**config.mk**
```make
export PLATFORM = sky130hd
export DESIGN_NAME = ocwm_scale
export DESIGN_NICKNAME = d
export VERILOG_FILES = /design/src/rtl/core/ocwm_pkg.sv /design/src/rtl/core/ocwm_scale.sv
export SDC_FILE = /design/constraint.sdc
export NUM_CORES = 2
export LEC_CHECK = 0
export BUFFER_PORTS_ARGS = -buffer_cell sky130_fd_sc_hd__buf_2
export CAP_MARGIN = 20
export CORE_MARGIN = 3
export CORE_UTILIZATION = 65
export CTS_CLUSTER_SIZE = 16
export DETAILED_ROUTE_END_ITERATION = 6
export PLACE_DENSITY = 0.95
export SLEW_MARGIN = 0
export SYNTH_ARGS = -nofsm -noshare
export SYNTH_HDL_FRONTEND = slang
export SYNTH_SLANG_ARGS = --single-unit
```
**constraint.sdc**
```tcl
create_clock -name i_clk -period 17.1 [get_ports i_clk]
set_clock_uncertainty 0.15 [all_clocks]
set_input_delay 3.42 -clock i_clk [delete_from_list [all_inputs] [get_ports i_clk]]
set_output_delay 3.42 -clock i_clk [all_outputs]
set_load 0.03 [all_outputs]
```
**src/rtl/core/ocwm_pkg.sv**
```systemverilog
// Shared types, constants and the sine lookup for the omni chassis wheel mixer.
package ocwm_pkg;

    // Fixed-point setup of the mixer.
    localparam int ANGLE_BITS = 16;
    localparam int FRAC_BITS  = 12;
    localparam int TRIG_BITS  = 14;

    // Field and datapath widths.
    localparam int STICK_W  = 11;
    localparam int GAIN_W   = 16;
    localparam int YAW_W    = 16;
    localparam int WHEEL_W  = 16;
    localparam int CFG_IDX_W = 3;
    localparam int VEL_W    = STICK_W + GAIN_W;          // scaled stick velocity
    localparam int TRIG_W   = TRIG_BITS + 2;             // signed Q1.14 sine/cosine
    localparam int PROD_W   = VEL_W + GAIN_W;            // velocity times trig or arm
    localparam int ROT_W    = VEL_W + 2;                 // rotated velocity
    localparam int DIFF_W   = ROT_W + 1;                 // sum or difference of two
    localparam int MIXK_W   = 15;
    localparam int KPROD_W  = DIFF_W + MIXK_W - 1;       // mix constant times velocity
    localparam int SPIN_W   = PROD_W + TRIG_BITS - FRAC_BITS;
    localparam int SUM_W    = ((SPIN_W > KPROD_W) ? SPIN_W : KPROD_W) + 2;
    localparam int MIX_SHIFT = TRIG_BITS + FRAC_BITS;
    localparam int RES_W    = SUM_W - MIX_SHIFT;

    // Heading mask keeps the top ANGLE_BITS bits of the turn fraction.
    localparam logic [YAW_W-1:0] ANGLE_MASK =
        YAW_W'(((64'd1 << ANGLE_BITS) - 64'd1) << (YAW_W - ANGLE_BITS));
    localparam logic [YAW_W-1:0] EIGHTH_TURN  = 16'h2000;
    localparam logic [YAW_W-1:0] QUARTER_TURN = 16'h4000;

    // 0.35355 in Q1.14 and the rounding offsets.
    localparam logic signed [MIXK_W-1:0] MIX_K = 15'sd5793;
    localparam logic signed [PROD_W:0] ROT_HALF = (PROD_W+1)'(64'd1 << (TRIG_BITS - 1));
    localparam logic signed [SUM_W-1:0] MIX_HALF = SUM_W'(64'd1 << (MIX_SHIFT - 1));
    localparam logic signed [RES_W-1:0] SAT_HI = RES_W'(32767);
    localparam logic signed [RES_W-1:0] SAT_LO = RES_W'(-32768);
    localparam logic signed [TRIG_W-1:0] TRIG_ONE = TRIG_W'(16384);

    // Configuration reset values.
    localparam logic signed [GAIN_W-1:0] GAIN_RESET  = 16'sd4096;
    localparam logic [15:0]              LIMIT_RESET = 16'd300;

    // Register indexes of the configuration port.
    typedef enum logic [CFG_IDX_W-1:0] {
        CFG_FORWARD_GAIN  = 3'd0,
        CFG_LATERAL_GAIN  = 3'd1,
        CFG_SPIN_GAIN     = 3'd2,
        CFG_SPIN_ARM      = 3'd3,
        CFG_OFFLINE_LIMIT = 3'd4
    } t_cfg_idx;

    typedef enum logic [1:0] {
        MODE_NONE  = 2'd0,
        MODE_BODY  = 2'd1,
        MODE_WORLD = 2'd2
    } t_mode;

    typedef struct packed {
        logic signed [GAIN_W-1:0] forward_gain;
        logic signed [GAIN_W-1:0] lateral_gain;
        logic signed [GAIN_W-1:0] spin_gain;
        logic signed [GAIN_W-1:0] spin_arm;
        logic [15:0]              offline_limit;
    } t_cfg;

    typedef struct packed {
        logic signed [STICK_W-1:0] stick_forward;
        logic signed [STICK_W-1:0] stick_lateral;
        logic signed [STICK_W-1:0] stick_spin;
        logic                      power_switch_up;
        logic                      frame_switch_down;
        logic [15:0]               link_silence;
        logic [YAW_W-1:0]          yaw_turn;
    } t_in_word;

    // After gain scaling and trig lookup.
    typedef struct packed {
        t_mode                    mode;
        logic signed [VEL_W-1:0]  vx;
        logic signed [VEL_W-1:0]  vy;
        logic signed [VEL_W-1:0]  vz;
        logic signed [TRIG_W-1:0] sn;
        logic signed [TRIG_W-1:0] cs;
    } t_scaled;

    // After rotation into the body frame.
    typedef struct packed {
        t_mode                    mode;
        logic signed [ROT_W-1:0]  nx;
        logic signed [ROT_W-1:0]  ny;
        logic signed [SPIN_W-1:0] spin;
    } t_rotated;

    typedef struct packed {
        t_mode                     mode;
        logic signed [WHEEL_W-1:0] wheel_left_front;
        logic signed [WHEEL_W-1:0] wheel_left_rear;
        logic signed [WHEEL_W-1:0] wheel_right_rear;
        logic signed [WHEEL_W-1:0] wheel_right_front;
    } t_out_word;

    // Quarter-wave sine table, Q1.14.
    localparam logic [14:0] SINE_Q [33] = '{
        15'd0,     15'd804,   15'd1606,  15'd2404,  15'd3196,  15'd3981,  15'd4756,
        15'd5520,  15'd6270,  15'd7005,  15'd7723,  15'd8423,  15'd9102,  15'd9760,
        15'd10394, 15'd11003, 15'd11585, 15'd12140, 15'd12665, 15'd13160, 15'd13623,
        15'd14053, 15'd14449, 15'd14811, 15'd15137, 15'd15426, 15'd15679, 15'd15893,
        15'd16069, 15'd16207, 15'd16305, 15'd16364, 15'd16384
    };

    // Sine of a 16-bit turn fraction with linear interpolation on 9 bits.
    function automatic logic signed [TRIG_W-1:0] sine16(input logic [YAW_W-1:0] a);
        logic [1:0]  quad;
        logic [14:0] p;
        logic [5:0]  idx;
        logic [8:0]  frac;
        logic [14:0] base;
        logic [14:0] step;
        logic [23:0] prod;
        logic [14:0] mag;
        quad = a[15:14];
        p = {1'b0, a[13:0]};
        if (quad[0]) begin
            p = 15'h4000 - p;
        end
        idx  = p[14:9];
        frac = p[8:0];
        if (idx[5]) begin
            mag = SINE_Q[32];
        end else begin
            base = SINE_Q[idx];
            step = SINE_Q[6'(idx + 6'd1)] - base;
            prod = 24'(step) * 24'(frac);
            mag  = base + 15'(prod >> 9);
        end
        if (quad[1]) begin
            return -$signed({1'b0, mag});
        end
        return $signed({1'b0, mag});
    endfunction

endpackage

```
**src/rtl/core/ocwm_scale.sv**
```systemverilog
// First pipeline stage: drive mode, gain scaling and sine/cosine lookup.
module ocwm_scale (
    input  logic                i_clk,
    input  logic                i_rst_n,
    input  ocwm_pkg::t_cfg      i_cfg,
    input  logic                i_valid,
    input  ocwm_pkg::t_in_word  i_word,
    output logic                o_ready,
    output logic                o_valid,
    output ocwm_pkg::t_scaled   o_data,
    input  logic                i_ready
);

    logic                        r_valid;
    ocwm_pkg::t_scaled           r_data;
    ocwm_pkg::t_scaled           n_data;
    logic                        w_en;
    logic [ocwm_pkg::YAW_W-1:0]  w_theta;

    // The stage moves when it is empty or its word is taken.
    assign w_en    = !r_valid || i_ready;
    assign o_ready = w_en;
    assign o_valid = r_valid;
    assign o_data  = r_data;

    // Heading plus one eighth turn, wrapping around the full turn.
    assign w_theta = (i_word.yaw_turn & ocwm_pkg::ANGLE_MASK) + ocwm_pkg::EIGHTH_TURN;

    // Mode selection and velocity scaling.
    always_comb begin
        if (i_word.link_silence > i_cfg.offline_limit || !i_word.power_switch_up) begin
            n_data.mode = ocwm_pkg::MODE_NONE;
        end else if (i_word.frame_switch_down) begin
            n_data.mode = ocwm_pkg::MODE_BODY;
        end else begin
            n_data.mode = ocwm_pkg::MODE_WORLD;
        end
        n_data.vx = ocwm_pkg::VEL_W'(i_word.stick_forward)
                  * ocwm_pkg::VEL_W'(i_cfg.forward_gain);
        n_data.vy = -(ocwm_pkg::VEL_W'(i_word.stick_lateral)
                  * ocwm_pkg::VEL_W'(i_cfg.lateral_gain));
        n_data.vz = -(ocwm_pkg::VEL_W'(i_word.stick_spin)
                  * ocwm_pkg::VEL_W'(i_cfg.spin_gain));
        // Body frame uses an identity rotation, which is exact after rounding.
        if (n_data.mode == ocwm_pkg::MODE_WORLD) begin
            n_data.sn = ocwm_pkg::sine16(w_theta);
            n_data.cs = ocwm_pkg::sine16(w_theta + ocwm_pkg::QUARTER_TURN);
        end else begin
            n_data.sn = '0;
            n_data.cs = ocwm_pkg::TRIG_ONE;
        end
    end

    always_ff @(posedge i_clk) begin
        if (!i_rst_n) begin
            r_valid <= 1'b0;
        end else if (w_en) begin
            r_valid <= i_valid;
        end
    end

    always_ff @(posedge i_clk) begin
        if (w_en && i_valid) begin
            r_data <= n_data;
        end
    end

endmodule

```
# Yosys cells after proc, flatten, opt, wreduce, memory -nomap -nowiden
# Memories as Yosys holds them, arrays and structs flattened.
# Cells that the tools add are included.
# word_totals
ff_bits,116
memories,4
in_bits,151
latch_bits,0
ram_bits,0
elab_cells,75
rom_bits,3840
# op_classes
mux,26
n_reduce_logical,7
addsub,14
shifts,0
div,0
order_cmp,5
bitwise_logic,4
eq_ne,1
multipliers,5
# mem_list
memory,words,word_bits,read_ports,rd_ports_with_merged_regs,write_ports,line_no,rtl
(no name shown),64,15,1,0,0,ocwm_pkg.sv:134,step = SINE_Q[6'(idx + 6'd1)] - base;
(no name shown),64,15,1,0,0,ocwm_pkg.sv:133,base = SINE_Q[idx];
(no name shown),64,15,1,0,0,ocwm_pkg.sv:134,
(no name shown),64,15,1,0,0,ocwm_pkg.sv:133,
# op_table
op,n
15-bit two-way mux,18
11-bit by 16-bit multiplier with 27-bit output,3
27-bit negator,2
15-bit by 9-bit multiplier with 24-bit output,2
16-bit two-way mux,2
15-bit negator with 16-bit output,2
15-bit adder,2
15-bit by 14-bit subtractor with 15-bit output (first input constant),2
15-bit subtractor,2
7-bit greater-or-equal comparator (second input constant),4
6-bit inverter with 7-bit output,4
16-bit by 14-bit adder with 16-bit output (second input constant),1
16-bit by 15-bit adder with 16-bit output (second input constant),1
16-bit greater-than comparator,1
6-bit by 1-bit adder with 6-bit output (second input constant),2
1-bit two-way mux,4
2-bit two-way mux,2
2-bit AND reduction,2
2-bit == test (second input constant),1
1-bit logical NOT,2
1-bit logical OR,2
1-bit logical AND,1

# Logic depth before layout (Yosys ltp)
# depth
depth_word,18
ltp_mapped,58
ltp_nobuf,55

# Least setup slack after synthesis
# OpenSTA, ideal clock, no wires.
# synth_path
path_kind,input port to flip-flop
from,input i_word[0] (netlist name)
to,register r_data (netlist bit o_data[14]) (data pin)
cell_stages,54
slack_ps,1563
t_required_ps,16690
arrival_ps,15127
path_cell_list,buf_2 -> inv_1 -> ha_1 -> or3b_2 -> nor3_1 -> buf_2 -> a31oi_1 -> xor2_1 -> clkbuf_1 -> ha_1 -> inv_1 -> ha_1 -> clkbuf_1 -> clkbuf_1 -> nand3_1 -> o21ai_0 -> a211o_1 -> ha_1 -> [18 not listed] -> inv_1 -> ha_1 -> o21a_1 -> o21ai_0 -> a21oi_1 -> a311o_1 -> or3_1 -> and3_1 -> a21oi_1 -> xnor2_1 -> ha_1 -> a21o_1 -> a31o_2 -> a2111oi_0 -> nor3_1 -> nor4_1 -> o21ba_2 -> o21bai_1
# synth_via
elab_chain_len,18
word_cells_on_any_way,24
# synth_lines
element,line_no,rtl
from (decl),ocwm_scale.sv:7,"input ocwm_pkg::t_in_word i_word,"
16-bit by 14-bit adder with 16-bit output (*),ocwm_scale.sv:27,assign w_theta = (i_word.yaw_turn & ocwm_pkg::ANGLE_MASK) + ocwm_pkg::EIGHTH_TURN;
16-bit by 15-bit adder with 16-bit output (*),ocwm_scale.sv:47,n_data.cs = ocwm_pkg::sine16(w_theta + ocwm_pkg::QUARTER_TURN);
15-bit by 14-bit subtractor with 15-bit output,ocwm_pkg.sv:126,p = 15'h4000 - p;
15-bit two-way mux,ocwm_pkg.sv:125,if (quad[0]) begin
15-bit two-way mux,ocwm_scale.sv:45,if (n_data.mode == ocwm_pkg::MODE_WORLD) begin
6-bit by 1-bit adder with 6-bit output,ocwm_pkg.sv:134,
6-bit inverter with 7-bit output (not written as such),ocwm_pkg.sv:134,
memory 64 x 15 bit,n/a,
15-bit two-way mux (not written as such) (2 in series),ocwm_pkg.sv:134,
15-bit subtractor,ocwm_pkg.sv:134,
15-bit by 9-bit multiplier with 24-bit output,ocwm_pkg.sv:135,prod = 24'(step) * 24'(frac);
15-bit adder,ocwm_pkg.sv:136,mag = base + 15'(prod >> 9);
15-bit two-way mux,ocwm_pkg.sv:130,if (idx[5]) begin
15-bit two-way mux,ocwm_scale.sv:45,
15-bit negator with 16-bit output,ocwm_pkg.sv:139,"return -$signed({1'b0, mag});"
16-bit two-way mux,ocwm_pkg.sv:138,if (quad[1]) begin
15-bit two-way mux (*),ocwm_pkg.sv:141,"return $signed({1'b0, mag});"
to (signal assigned),ocwm_scale.sv:64,r_data <= n_data;
to (decl),ocwm_scale.sv:15,ocwm_pkg::t_scaled r_data;
# Every way passes the cells marked *; elsewhere a longest branch is shown, timed or not. The select of a mux whose other input is x is not followed.
# A chain may end at the register's enable or synchronous reset.

# Worst setup path in the final report
# layout_path
from,input i_word[0] (netlist name)
to,register r_data (netlist bit o_data[31]) (data pin)
# layout_via
elab_chain_len,16
word_cells_on_any_way,23
# layout_lines
element,line_no
16-bit by 14-bit adder with 16-bit output (*),ocwm_scale.sv:27
15-bit by 14-bit subtractor with 15-bit output,ocwm_pkg.sv:126
15-bit two-way mux,ocwm_pkg.sv:125
15-bit two-way mux,ocwm_scale.sv:45
6-bit by 1-bit adder with 6-bit output,ocwm_pkg.sv:134
6-bit inverter with 7-bit output (not written as such),ocwm_pkg.sv:134
memory 64 x 15 bit,n/a
15-bit two-way mux (not written as such) (2 in series),ocwm_pkg.sv:134
15-bit subtractor,ocwm_pkg.sv:134
15-bit by 9-bit multiplier with 24-bit output,ocwm_pkg.sv:135
15-bit adder,ocwm_pkg.sv:136
15-bit two-way mux,ocwm_pkg.sv:130
15-bit two-way mux,ocwm_scale.sv:45
15-bit negator with 16-bit output,ocwm_pkg.sv:139
16-bit two-way mux,ocwm_pkg.sv:138
# Marked as above.

==> flow_summary.yaml <==
critical_path:
  r2r-end: "o_data[28]"
  reg2reg_depth: 3
  timing.rr.start: "o_valid"
  crit_path_end: "o_data[31]"
  critPathMaxFanout: 11
  cp_slowest_cell: "a211oi_1"
  required_ps: 17240
  setup.worst_path.start: "i_word[0]"
  critPathMaxStageDelay_ps: 690
  end_kind: "flop"
  path_class: "input port to flop"
  r2r_slack_ps: 14600
  cp.arrival_ps: 16310
  start_kind: "input port"
clocking:
  cts_htree_levels: 4
  cts_sinks: 116
  cts_buffer_depth: 2
  cts_root_buffer: "clkbuf_16"
  postCtsSetupBuffers: 0
  cts_resized: 0
  cts_tree: "yes"
  cts_hold_buffers: 0
  cts_buffers: 17
  clkTransAtPathRegs_ps: 80
  clkLatencyLatePin_ps: 510
timing:
  max_slew.worst_pin.slew_ps: 1140
  finalCritPeriodShare: 0.946
  drv_slew: 0
  slew-limit-headroom: 0.233
  fmaxAchievable_ghz: 0.0618
  rsz0062_at_grt: "false"
  hold_violations: 0
  fin_setup_tns_ps: 0
  setup-violations-final: 0
  setup_ws_ps: 929
  fin_crit_ps: 16170
layout:
  syn_to_final_growth_pct: 6.66
  fillers: 4054
  drive_gt1_frac: 0.0863
  layout_commonest_cell: "inv_1"
  nNetsFinal: 5838
  final_cell_mix: "837 x inv_1, 660 x fa_1, 405 x ha_1"
  final_area_sq_mm: 0.0412
place:
  preCtsSetupSlack_ps: 526
  hpwlAfterDp_mm: 80.7
  gp_congestion: 0.974
  port_buffers: 251
  placed_area_sq_mm: 0.0406
synth:
  synthFlopType: "edfxtp_1"
  synth_top_area_share: 0.342
  netlist_instances: 4468
  synth_warnings: 0
  netlist_top_cells_area: "fa_1 34%, ha_1 13%, edfxtp_1 8.9%"
  synth.avg_cell_area_sq_um: 8.64
  ys_ff_latch: 116
  synth_cell_types: 88
  postSynth.asyncResetShare: 0
  synth-edff-count: 115
  seq_area_frac_synth: 0.0899
  synth_area_sq_mm: 0.0386
  syn_nets: 5684
  synth_largest_area_cell: "fa_1"
grt:
  track_usage: 0.330
  grt_max_degree: 69
  grt-ovfl-total: 0
  grt_pass1_wl_mm: 167
  antenna_found_initial: 7
  grt_pass1_vias: 34257
outcome:
  outcome: "finished with violations"
  violations: "design-rule violations"
drt:
  vias_per_cell: 5.98
  ant_nets: 0
  drc: 1
  firstDrtPassIters: 7
  drt_iter0_drc: 2747
  wl_per_cell_microns: 18.7
  routed_wl_mm: 101
  vias: 32345
floorplanning:
  start_util: 0.663
  die_y_microns: 250
  dieWidth_microns: 250
  dieArea_sq_mm: 0.0624
  ios: 268
  rows: 88
  core_area_sq_mm: 0.0582
run:
  cap_viol_max_count: 0
hold_path:
  hold_class: "flop to flop"
==> per-layer routing <==
layer  track usage  vias to the layer above  share of wire
met3        0.0710                      473          0.090
met2         0.569                     1779           0.50
met5             0                        -        0.00027
met1         0.390                    15685           0.36
li1              -                    14404              -
met4         0.163                        4          0.052
==> critical path, delay by kind of cell <==
| kind | cells | cell delay [ps] |
|---|---|---|
| AOI/OAI and AO/OA | 16 | 3980 |
| adders and majority gates | 10 | 4010 |
| buffers and inverters | 10 | 1340 |
| xor gates and xnor gates | 2 | 350 |
| muxes | 1 | 310 |
| and+or+nand+nor | 12 | 2880 |
==> cells by family after synthesis <==
family | Yosys count | share of synthesized area
AOI/OAI and AO/OA | 576 | 0.0960
buffers and inverters | 1012 | 0.0995
adders and majority gates | 1065 | 0.473
xor gates and xnor gates | 228 | 0.0525
muxes | 4 | 0.00110
DFF | 116 | 0.0899
and+or+nand+nor | 1467 | 0.188
==> cells in the mapped netlist (5+ instances only) <==
master,number
a31oi_1,32
a21o_1,35
nand2_1,394
or2_2,26
fa_1,660
a221oi_1,5
and2_1,347
a211oi_1,31
a21boi_0,9
o211ai_1,19
clkbuf_1,149
o311a_1,5
a31o_2,7
buf_2,8
nand3b_1,6
ha_1,405
o21ai_0,131
o311ai_0,8
nor4_1,5
buf_1,10
edfxtp_1,115
and3_1,20
xnor2_1,157
a22oi_1,5
inv_1,837
xor2_1,67
nor2b_1,76
or3_1,19
nor3b_1,8
nand2b_1,51
a311oi_1,19
nor2_1,347
nor3_1,87
nand4_1,13
o22ai_1,5
o21bai_1,12
nand3_1,48
o31ai_1,12
a21oi_1,163
o21a_1,31
==> worst min path at each step <==
stage / from / slack (ps) / end / cells past startpoint
floorplan: o_valid / 730 / o_valid / 2
global placement: o_valid / 370 / o_valid / 2
detailed placement: o_valid / 420 / o_valid / 2
CTS: o_valid / 430 / o_valid / 2
global route: o_valid / 490 / o_valid / 2
finish: o_valid / 430 / o_valid / 2
==> sequential cells by signal (all words and copies together) (netlist names) <==
name and count:
o_data 115, o_valid 1
==> through the flow <==
stage,hold slack (ps),utilization,std cells
2_1_floorplan,735,-,4468
3_3_place_gp,365,0.697,5368
3_5_place_dp,424,0.697,5368
4_1_cts,434,0.707,5400
5_1_grt,487,0.707,5404
6_report,432,0.707,5406
==> area by class of cell <==
| cell class | instances | area, sq um | area share |
|---|---|---|---|
| clock inverter | 14 | 128 | 0.00310 |
| antenna | 6 | 15.0 | 0.000364 |
| multi-input combinational | 3340 | 31400 | 0.761 |
| inverter | 840 | 3150 | 0.0765 |
| tap | 765 | 957 | 0.0232 |
| timing repair buffer | 307 | 1680 | 0.0407 |
| clock buffer | 18 | 429 | 0.0104 |
| sequential | 116 | 3470 | 0.0843 |
Power is not shown: default switching activity piles up to over one toggle a cycle in this logic, so the estimate is an artifact.
