===== config.mk =====
export PLATFORM = sky130hd
export DESIGN_NAME = ocwm_mix
export DESIGN_NICKNAME = d
export VERILOG_FILES = /design/src/rtl/core/ocwm_pkg.sv /design/src/rtl/core/ocwm_mix.sv
export SDC_FILE = /design/constraint.sdc
export NUM_CORES = 2
export LEC_CHECK = 0
export ABC_AREA = 0
export BUFFER_PORTS_ARGS = -buffer_cell sky130_fd_sc_hd__buf_4
export CORE_MARGIN = 5
export CORE_UTILIZATION = 65
export DETAILED_ROUTE_END_ITERATION = 10
export PLACE_DENSITY = 0.88
export SYNTH_ARGS = -nofsm -noshare
export SYNTH_HDL_FRONTEND = slang
export SYNTH_SLANG_ARGS = --single-unit

===== constraint.sdc =====
create_clock -name i_clk -period 11.24 [get_ports i_clk]
set_input_delay 2.248 -clock i_clk [delete_from_list [all_inputs] [get_ports i_clk]]
set_output_delay 2.248 -clock i_clk [all_outputs]
set_load 0.01 [all_outputs]

===== src/rtl/core/ocwm_pkg.sv =====
// Shared types, constants and the sine lookup for the omni chassis wheel mixer.
package ocwm_pkg;

    // Fixed-point setup of the mixer.
    localparam int ANGLE_BITS = 16;
    localparam int FRAC_BITS  = 12;
    localparam int TRIG_BITS  = 14;

    // Field and datapath widths.
    localparam int STICK_W  = 11;
    localparam int GAIN_W   = 16;
    localparam int YAW_W    = 16;
    localparam int WHEEL_W  = 16;
    localparam int CFG_IDX_W = 3;
    localparam int VEL_W    = STICK_W + GAIN_W;          // scaled stick velocity
    localparam int TRIG_W   = TRIG_BITS + 2;             // signed Q1.14 sine/cosine
    localparam int PROD_W   = VEL_W + GAIN_W;            // velocity times trig or arm
    localparam int ROT_W    = VEL_W + 2;                 // rotated velocity
    localparam int DIFF_W   = ROT_W + 1;                 // sum or difference of two
    localparam int MIXK_W   = 15;
    localparam int KPROD_W  = DIFF_W + MIXK_W - 1;       // mix constant times velocity
    localparam int SPIN_W   = PROD_W + TRIG_BITS - FRAC_BITS;
    localparam int SUM_W    = ((SPIN_W > KPROD_W) ? SPIN_W : KPROD_W) + 2;
    localparam int MIX_SHIFT = TRIG_BITS + FRAC_BITS;
    localparam int RES_W    = SUM_W - MIX_SHIFT;

    // Heading mask keeps the top ANGLE_BITS bits of the turn fraction.
    localparam logic [YAW_W-1:0] ANGLE_MASK =
        YAW_W'(((64'd1 << ANGLE_BITS) - 64'd1) << (YAW_W - ANGLE_BITS));
    localparam logic [YAW_W-1:0] EIGHTH_TURN  = 16'h2000;
    localparam logic [YAW_W-1:0] QUARTER_TURN = 16'h4000;

    // 0.35355 in Q1.14 and the rounding offsets.
    localparam logic signed [MIXK_W-1:0] MIX_K = 15'sd5793;
    localparam logic signed [PROD_W:0] ROT_HALF = (PROD_W+1)'(64'd1 << (TRIG_BITS - 1));
    localparam logic signed [SUM_W-1:0] MIX_HALF = SUM_W'(64'd1 << (MIX_SHIFT - 1));
    localparam logic signed [RES_W-1:0] SAT_HI = RES_W'(32767);
    localparam logic signed [RES_W-1:0] SAT_LO = RES_W'(-32768);
    localparam logic signed [TRIG_W-1:0] TRIG_ONE = TRIG_W'(16384);

    // Configuration reset values.
    localparam logic signed [GAIN_W-1:0] GAIN_RESET  = 16'sd4096;
    localparam logic [15:0]              LIMIT_RESET = 16'd300;

    // Register indexes of the configuration port.
    typedef enum logic [CFG_IDX_W-1:0] {
        CFG_FORWARD_GAIN  = 3'd0,
        CFG_LATERAL_GAIN  = 3'd1,
        CFG_SPIN_GAIN     = 3'd2,
        CFG_SPIN_ARM      = 3'd3,
        CFG_OFFLINE_LIMIT = 3'd4
    } t_cfg_idx;

    typedef enum logic [1:0] {
        MODE_NONE  = 2'd0,
        MODE_BODY  = 2'd1,
        MODE_WORLD = 2'd2
    } t_mode;

    typedef struct packed {
        logic signed [GAIN_W-1:0] forward_gain;
        logic signed [GAIN_W-1:0] lateral_gain;
        logic signed [GAIN_W-1:0] spin_gain;
        logic signed [GAIN_W-1:0] spin_arm;
        logic [15:0]              offline_limit;
    } t_cfg;

    typedef struct packed {
        logic signed [STICK_W-1:0] stick_forward;
        logic signed [STICK_W-1:0] stick_lateral;
        logic signed [STICK_W-1:0] stick_spin;
        logic                      power_switch_up;
        logic                      frame_switch_down;
        logic [15:0]               link_silence;
        logic [YAW_W-1:0]          yaw_turn;
    } t_in_word;

    // After gain scaling and trig lookup.
    typedef struct packed {
        t_mode                    mode;
        logic signed [VEL_W-1:0]  vx;
        logic signed [VEL_W-1:0]  vy;
        logic signed [VEL_W-1:0]  vz;
        logic signed [TRIG_W-1:0] sn;
        logic signed [TRIG_W-1:0] cs;
    } t_scaled;

    // After rotation into the body frame.
    typedef struct packed {
        t_mode                    mode;
        logic signed [ROT_W-1:0]  nx;
        logic signed [ROT_W-1:0]  ny;
        logic signed [SPIN_W-1:0] spin;
    } t_rotated;

    typedef struct packed {
        t_mode                     mode;
        logic signed [WHEEL_W-1:0] wheel_left_front;
        logic signed [WHEEL_W-1:0] wheel_left_rear;
        logic signed [WHEEL_W-1:0] wheel_right_rear;
        logic signed [WHEEL_W-1:0] wheel_right_front;
    } t_out_word;

    // Quarter-wave sine table, Q1.14.
    localparam logic [14:0] SINE_Q [33] = '{
        15'd0,     15'd804,   15'd1606,  15'd2404,  15'd3196,  15'd3981,  15'd4756,
        15'd5520,  15'd6270,  15'd7005,  15'd7723,  15'd8423,  15'd9102,  15'd9760,
        15'd10394, 15'd11003, 15'd11585, 15'd12140, 15'd12665, 15'd13160, 15'd13623,
        15'd14053, 15'd14449, 15'd14811, 15'd15137, 15'd15426, 15'd15679, 15'd15893,
        15'd16069, 15'd16207, 15'd16305, 15'd16364, 15'd16384
    };

    // Sine of a 16-bit turn fraction with linear interpolation on 9 bits.
    function automatic logic signed [TRIG_W-1:0] sine16(input logic [YAW_W-1:0] a);
        logic [1:0]  quad;
        logic [14:0] p;
        logic [5:0]  idx;
        logic [8:0]  frac;
        logic [14:0] base;
        logic [14:0] step;
        logic [23:0] prod;
        logic [14:0] mag;
        quad = a[15:14];
        p = {1'b0, a[13:0]};
        if (quad[0]) begin
            p = 15'h4000 - p;
        end
        idx  = p[14:9];
        frac = p[8:0];
        if (idx[5]) begin
            mag = SINE_Q[32];
        end else begin
            base = SINE_Q[idx];
            step = SINE_Q[6'(idx + 6'd1)] - base;
            prod = 24'(step) * 24'(frac);
            mag  = base + 15'(prod >> 9);
        end
        if (quad[1]) begin
            return -$signed({1'b0, mag});
        end
        return $signed({1'b0, mag});
    endfunction

endpackage


===== src/rtl/core/ocwm_mix.sv =====
// Two pipeline stages: omni mix products, then wheel sums, rounding and clamping.
module ocwm_mix (
    input  logic                 i_clk,
    input  logic                 i_rst_n,
    input  logic                 i_valid,
    input  ocwm_pkg::t_rotated   i_data,
    output logic                 o_ready,
    output logic                 o_valid,
    output ocwm_pkg::t_out_word  o_data,
    input  logic                 i_ready
);

    localparam int KW = ocwm_pkg::KPROD_W;
    localparam int SW = ocwm_pkg::SUM_W;
    localparam int RW = ocwm_pkg::RES_W;

    // Mix product stage registers.
    logic                               r_kp_valid;
    ocwm_pkg::t_mode                    r_kp_mode;
    logic signed [KW-1:0]               r_ka;
    logic signed [KW-1:0]               r_kb;
    logic signed [ocwm_pkg::SPIN_W-1:0] r_spin;

    // Output register.
    logic                  r_out_valid;
    ocwm_pkg::t_out_word   r_out;
    ocwm_pkg::t_out_word   n_out;

    logic                                w_kp_en;
    logic                                w_out_en;
    logic signed [ocwm_pkg::DIFF_W-1:0]  w_diff;
    logic signed [ocwm_pkg::DIFF_W-1:0]  w_plus;
    logic signed [SW-1:0]                w_ka;
    logic signed [SW-1:0]                w_kb;
    logic signed [SW-1:0]                w_s;
    logic signed [SW-1:0]                w_tot [4];
    logic signed [ocwm_pkg::WHEEL_W-1:0] w_wheel [4];

    assign w_out_en = !r_out_valid || i_ready;
    assign w_kp_en  = !r_kp_valid || w_out_en;
    assign o_ready  = w_kp_en;
    assign o_valid  = r_out_valid;
    assign o_data   = r_out;

    always_ff @(posedge i_clk) begin
        if (!i_rst_n) begin
            r_kp_valid  <= 1'b0;
            r_out_valid <= 1'b0;
        end else begin
            if (w_kp_en) begin
                r_kp_valid <= i_valid;
            end
            if (w_out_en) begin
                r_out_valid <= r_kp_valid;
            end
        end
    end

    // Difference and sum of the velocities times the 0.35355 mix constant.
    assign w_diff = ocwm_pkg::DIFF_W'(i_data.nx) - ocwm_pkg::DIFF_W'(i_data.ny);
    assign w_plus = ocwm_pkg::DIFF_W'(i_data.nx) + ocwm_pkg::DIFF_W'(i_data.ny);

    always_ff @(posedge i_clk) begin
        if (w_kp_en && i_valid) begin
            r_kp_mode <= i_data.mode;
            r_ka      <= KW'(w_diff) * KW'(ocwm_pkg::MIX_K);
            r_kb      <= KW'(w_plus) * KW'(ocwm_pkg::MIX_K);
            r_spin    <= i_data.spin;
        end
    end

    // Wheel sums with the rounding offset folded in.
    assign w_ka = SW'(r_ka);
    assign w_kb = SW'(r_kb);
    assign w_s  = SW'(r_spin);
    assign w_tot[0] = w_ka - w_s + ocwm_pkg::MIX_HALF;
    assign w_tot[1] = w_kb - w_s + ocwm_pkg::MIX_HALF;
    assign w_tot[2] = ocwm_pkg::MIX_HALF - w_ka - w_s;
    assign w_tot[3] = ocwm_pkg::MIX_HALF - w_kb - w_s;

    // Scale down and clamp each wheel to the 16-bit range.
    always_comb begin
        logic signed [RW-1:0] res;
        for (int k = 0; k < 4; k++) begin
            res = RW'(w_tot[k] >>> ocwm_pkg::MIX_SHIFT);
            if (res > ocwm_pkg::SAT_HI) begin
                res = ocwm_pkg::SAT_HI;
            end else if (res < ocwm_pkg::SAT_LO) begin
                res = ocwm_pkg::SAT_LO;
            end
            w_wheel[k] = ocwm_pkg::WHEEL_W'(res);
        end
    end

    // No-drive mode sends zero commands.
    always_comb begin
        n_out.mode = r_kp_mode;
        if (r_kp_mode == ocwm_pkg::MODE_NONE) begin
            n_out.wheel_left_front  = '0;
            n_out.wheel_left_rear   = '0;
            n_out.wheel_right_rear  = '0;
            n_out.wheel_right_front = '0;
        end else begin
            n_out.wheel_left_front  = w_wheel[0];
            n_out.wheel_left_rear   = w_wheel[1];
            n_out.wheel_right_rear  = w_wheel[2];
            n_out.wheel_right_front = w_wheel[3];
        end
    end

    always_ff @(posedge i_clk) begin
        if (w_out_en && r_kp_valid) begin
            r_out <= n_out;
        end
    end

endmodule


# --- Yosys cells after proc, flatten, opt, wreduce, memory -nomap -nowiden ---
# Index checks and enable logic that the tools add are counted.
totals:
  inputBits: 109
  elab_cells: 54
  out_inout_bits: 68
  regBits: 203
classes:
  n_addsub: 10
  n_mul: 2
  magnitude_cmp: 8
  muxes: 8
  reduce_logical: 11
op_table:
  columns: ["op", "count"]
  rows:
  - ["46-bit by 27-bit adder with 47-bit output (second input constant)", 2]
  - ["44-bit by 45-bit subtractor with 46-bit output", 2]
  - ["45-bit by 45-bit subtractor with 46-bit output", 2]
  - ["27-bit by 44-bit subtractor with 45-bit output (first input constant)", 2]
  - ["30-bit by 14-bit multiplier with 44-bit output (second input constant)", 2]
  - ["16-bit two-way mux", 4]
  - ["15-bit two-way mux", 4]
  - ["21-bit by 16-bit > comparator with 1-bit output (second input constant)", 2]
  - ["21-bit by 16-bit < comparator with 1-bit output (second input constant)", 2]
  - ["20-bit by 16-bit > comparator with 1-bit output (second input constant)", 2]
  - ["20-bit by 16-bit < comparator with 1-bit output (second input constant)", 2]
  - ["29-bit by 29-bit adder with 30-bit output", 1]
  - ["29-bit by 29-bit subtractor with 30-bit output", 1]
  - ["2-bit OR reduction", 4]
  - ["1-bit logical AND", 2]
  - ["1-bit zero test", 2]
  - ["2-bit zero test", 1]
  - ["1-bit logical OR", 2]

# --- Depth between registers and ports, before layout ---
depth:
  word_depth: 5
  mapped_depth: 38
  mapped_depth_nobuf: 38

# --- Worst setup path after synthesis ---
# OpenSTA, ideal clock, no wires.
synth_path:
  kind: "input to register"
  from: "in i_data[74] (netlist bit)"
  to: "reg r_ka[42], data pin"
  t_required_ns: 10.977
  t_arrival_ns: 10.077
  path_stages: 38
  setup_time_ns: 0.263
  path_buffers: 0
  slack_ns: 0.901
  path_cell_list: "inv_1 -> ha_1 -> fa_1 -> nor2b_1 -> o21ai_1 -> a21oi_1 -> o21ai_1 -> a21boi_0 -> o21ai_1 -> a21oi_1 -> o21a_1 -> o21a_1 -> o21ai_0 -> mux2_2 -> or2_2 -> ha_1 -> inv_1 -> fa_1 -> (+2 left out) -> fa_1 -> ha_1 -> inv_1 -> fa_1 -> inv_1 -> ha_1 -> a21o_1 -> a21oi_1 -> o21ai_1 -> a211o_1 -> a221o_1 -> a21o_1 -> a211o_1 -> a21oi_2 -> a21oi_1 -> a221o_1 -> o41ai_2 -> xnor2_1"
synth_between:
  elab_chain_len: 2
synth_rtl:
  columns: ["item", "line_no", "rtl"]
  rows:
  - ["start, declared", "ocwm_mix.sv:6", "input ocwm_pkg::t_rotated i_data,"]
  - ["29-bit by 29-bit subtractor with 30-bit output", "ocwm_mix.sv:60", "assign w_diff = ocwm_pkg::DIFF_W'(i_data.nx) - ocwm_pkg::DIFF_W'(i_data.ny);"]
  - ["30-bit by 14-bit multiplier with 44-bit output", "ocwm_mix.sv:66", "r_ka <= KW'(w_diff) * KW'(ocwm_pkg::MIX_K);"]
  - ["end signal, assigned", "ocwm_mix.sv:66", null]
  - ["end, declared", "ocwm_mix.sv:20", "logic signed [KW-1:0] r_ka;"]
# No other way between the ends.
# A chain may end at the register's enable or synchronous reset.

# --- Worst setup path in the final report ---
layout_path:
  from: "in i_data[45] (netlist bit)"
  to: "reg r_kb[42], data pin"
layout_between:
  elab_chain_len: 2
layout_rtl:
  columns: ["item", "line_no", "rtl"]
  rows:
  - ["29-bit by 29-bit adder with 30-bit output", "ocwm_mix.sv:61", "assign w_plus = ocwm_pkg::DIFF_W'(i_data.nx) + ocwm_pkg::DIFF_W'(i_data.ny);"]
  - ["30-bit by 14-bit multiplier with 44-bit output", "ocwm_mix.sv:67", "r_kb <= KW'(w_plus) * KW'(ocwm_pkg::MIX_K);"]
  - ["end signal, assigned", "ocwm_mix.sv:67", null]
  - ["end, declared", "ocwm_mix.sv:21", "logic signed [KW-1:0] r_kb;"]
# No other way between the ends.

==> results.toml <==
[status]
status = "finished clean"

[clock_network]
cts_tree = "built"
cts_setup_buffers = 0
path_clk_slew_ps = 60
cts_root_buf = "clkbuf_16"
postCtsHoldBufs = 0
cts_made_buffers = 22
htree_levels = 1
insertion_delay_ps = 520
cts_buffer_depth = 3
clock-sinks = 202

[synth]
synth.cell_area_um2 = 32400
ys_seq_area_share_pct = 18.7
yosysUniqueCellTypes = 95
synth_edf_count = 200
async_flop_share_pct = 0
synth_area_leaders = "ha_1, edfxtp_1, fa_1"
synth.largest_area_cell = "ha_1"
yosysTopAreaCellShare_pct = 28.4
syn_nets = 4530
synth_flop_cell = "edfxtp_1"
syn_inst = 3459
yosysWarnings = 0
yosys_register_bits = 202
syn_area_per_cell_um2 = 9.36

[floorplanning]
die_w_um = 233
core_um2 = 49200
die-area_um2 = 54400
std_cell_rows = 81
ios = 177
die_h_um = 233
start_util_pct = 65.9

[grt]
globalRouteOverflowTotal = 0
antenna_found_initial = 1
grt_usage_pct = 27.5
grt_pass1_vias = 25145
grt_max_degree = 75
grt_pass1_wl_mm = 122

[route]
totalWireLength_mm = 75.0
avgViaCountPerCell = 5.71
detail-route-antenna-nets = 0
drt_iter0_markers = 1664
vias = 24784
routedWlPerCell_um = 17.3
dr.pass1.iters = 5
route.detailed.drc = 0

[worst_setup_path]
reg2reg_to = "o_data[33]$_SDFFCE_PP0P_"
worst-path-max-fanout = 5
cpMaxStageDelayCell = "fa_1"
rr_startpoint = "r_spin[7]$_DFFE_PP_"
r2r_slack_ps = 6060
slowest_delay_ps = 530
cp.required_ps = 11510
reg2reg_depth = 16
arrival_ps = 11010
cp-end-kind = "register"
critical_path_class = "in2reg"
cp-start-kind = "primary input"

[timing]
fmax_mhz = 93.1
period_minus_slack_ps = 10740
maxSlewViolCount = 0
setup_ws_ps = 499
tns_ps = 0
rsz0062_at_grt = "no"
worst_pin_slew_ps = 1100
relSlewSlack_pct = 26.3
setup_violations = 0
clock_skew_ps = 21.0
hold_violations = 0
period_share_pct = 95.6

[run]
max_cap_violations = 0

[finish]
synthToLayoutAreaGrowth_pct = 9.43
drive_gt1_share_pct = 8.59
diodes = 0
stdcell_count = 4342
nets = 4734

[placed_design]
routabilityCongestion = 0.941
post-place-cells = 4303
hpwl_mm = 64.0
port_buffers = 176
place_ws_ps = -83.8

[min_path]
worstHoldStart = "r_kp_mode[0]$_DFFE_PP_"
hold_path.class = "reg2reg"
min_to = "o_data[64]$_DFFE_PP_"
hold_depth = 0
## cell usage in the layout (no fill, tap or decap), types with 14 or more instances in the layout
cell type and instances:
nor2b_1 40, o21a_1 35, o21ai_0 107, nor3_1 39, xor2_1 75, a31oi_1 28
nor2_1 139, nand2_1 119, o21bai_1 34, fa_1 227, nand4_1 17, inv_1 761
buf_4 215, a21o_1 162, edfxtp_1 200, o21ai_1 14, o211ai_1 19, ha_1 735
nand2b_1 23, nand3_1 43, and3_1 31, a21oi_1 215, a211oi_1 14, clkbuf_16 23
xnor2_1 150
## cells by family after synthesis
kind of cell    synth area share (%)
compound gates                  15.7
xor+xnor                        6.08
fa+ha+maj                       42.4
buf+inv                         9.36
flops                           18.7
mux                            0.131
simple gates                    7.65
## routing by layer
metal	part of all wire, %	global-route usage [%]	wire, um	vias to the layer above
li1	-	-	-	12096
met1	43	37.0	32500	11738
met2	48	48.1	35900	803
met3	6.1	2.31	4550	145
met4	2.7	7.49	2000	2
met5	0.016	0	12	-
## area by class of cell
type | instances | area (um2)
tap | 664 | 831
multi-input combinational | 2458 | 23300
fill | 3491 | 13700
clock buffer | 25 | 583
clock inverter | 14 | 163
inverter | 764 | 2870
timing repair buffer | 215 | 1610
sequential | 202 | 6050
## critical path, delay by kind of cell
| kind | cells | cell delay [ps] |
|---|---|---|
| buf+inv | 6 | 330 |
| simple gates | 3 | 600 |
| compound gates | 17 | 3930 |
| xor+xnor | 2 | 350 |
| fa+ha+maj | 9 | 3550 |
## what timing repair did
| action | CTS | global route |
|---|---|---|
| resized for setup | 0 | 3 |
| endpoints found under the hold margin | 0 | 0 |
| endpoints found under the setup margin | 0 | 2 |
## synthesized netlist by cell type (29+ instances only)
| cell | number |
|---|---|
| a21o_1 | 162 |
| o21ai_0 | 107 |
| nand3_1 | 43 |
| edfxtp_1 | 200 |
| o21bai_1 | 34 |
| and3_1 | 31 |
| nor3_1 | 39 |
| ha_1 | 735 |
| inv_1 | 761 |
| xnor2_1 | 150 |
| a21oi_1 | 215 |
| a31oi_1 | 29 |
| nor2_1 | 139 |
| nand2_1 | 119 |
| nor2b_1 | 41 |
| fa_1 | 227 |
| xor2_1 | 75 |
| o21a_1 | 35 |
## registers in the layout (all words and copies together), names as in the netlist
signal / cells
o_data: 66
o_valid: 1
r_ka: 43
r_kb: 44
r_kp_mode: 2
r_kp_valid: 1
r_spin: 45
## how the worst max path moves through the flow
stage	from	endpoint	slack [ps]	cells after the start
after detailed placement	i_data[45]	r_kb[42]$_DFFE_PP_	-80	37
final	i_data[45]	r_kb[42]$_DFFE_PP_	500	37
after global routing	i_data[74]	r_ka[43]$_DFFE_PP_	10	39
after CTS	i_data[45]	r_kb[42]$_DFFE_PP_	440	37
after floorplan	i_data[74]	r_ka[42]$_DFFE_PP_	900	38
after global placement	i_data[45]	r_kb[42]$_DFFE_PP_	180	37
## metrics by stage
step / area (um2) / hold WS (ps) / utilization (%)
after floorplan: 32400 / 443 / -
after global placement: 34700 / 458 / 70.6
after detailed placement: 34700 / 471 / 70.6
after CTS: 35400 / 486 / 72.1
after global routing: 35400 / 522 / 72.1
final: 35400 / 481 / 72.1
Power is left out: the tool's default activity adds up to more than one toggle a clock period on the data nets, which glitch-free logic cannot reach.
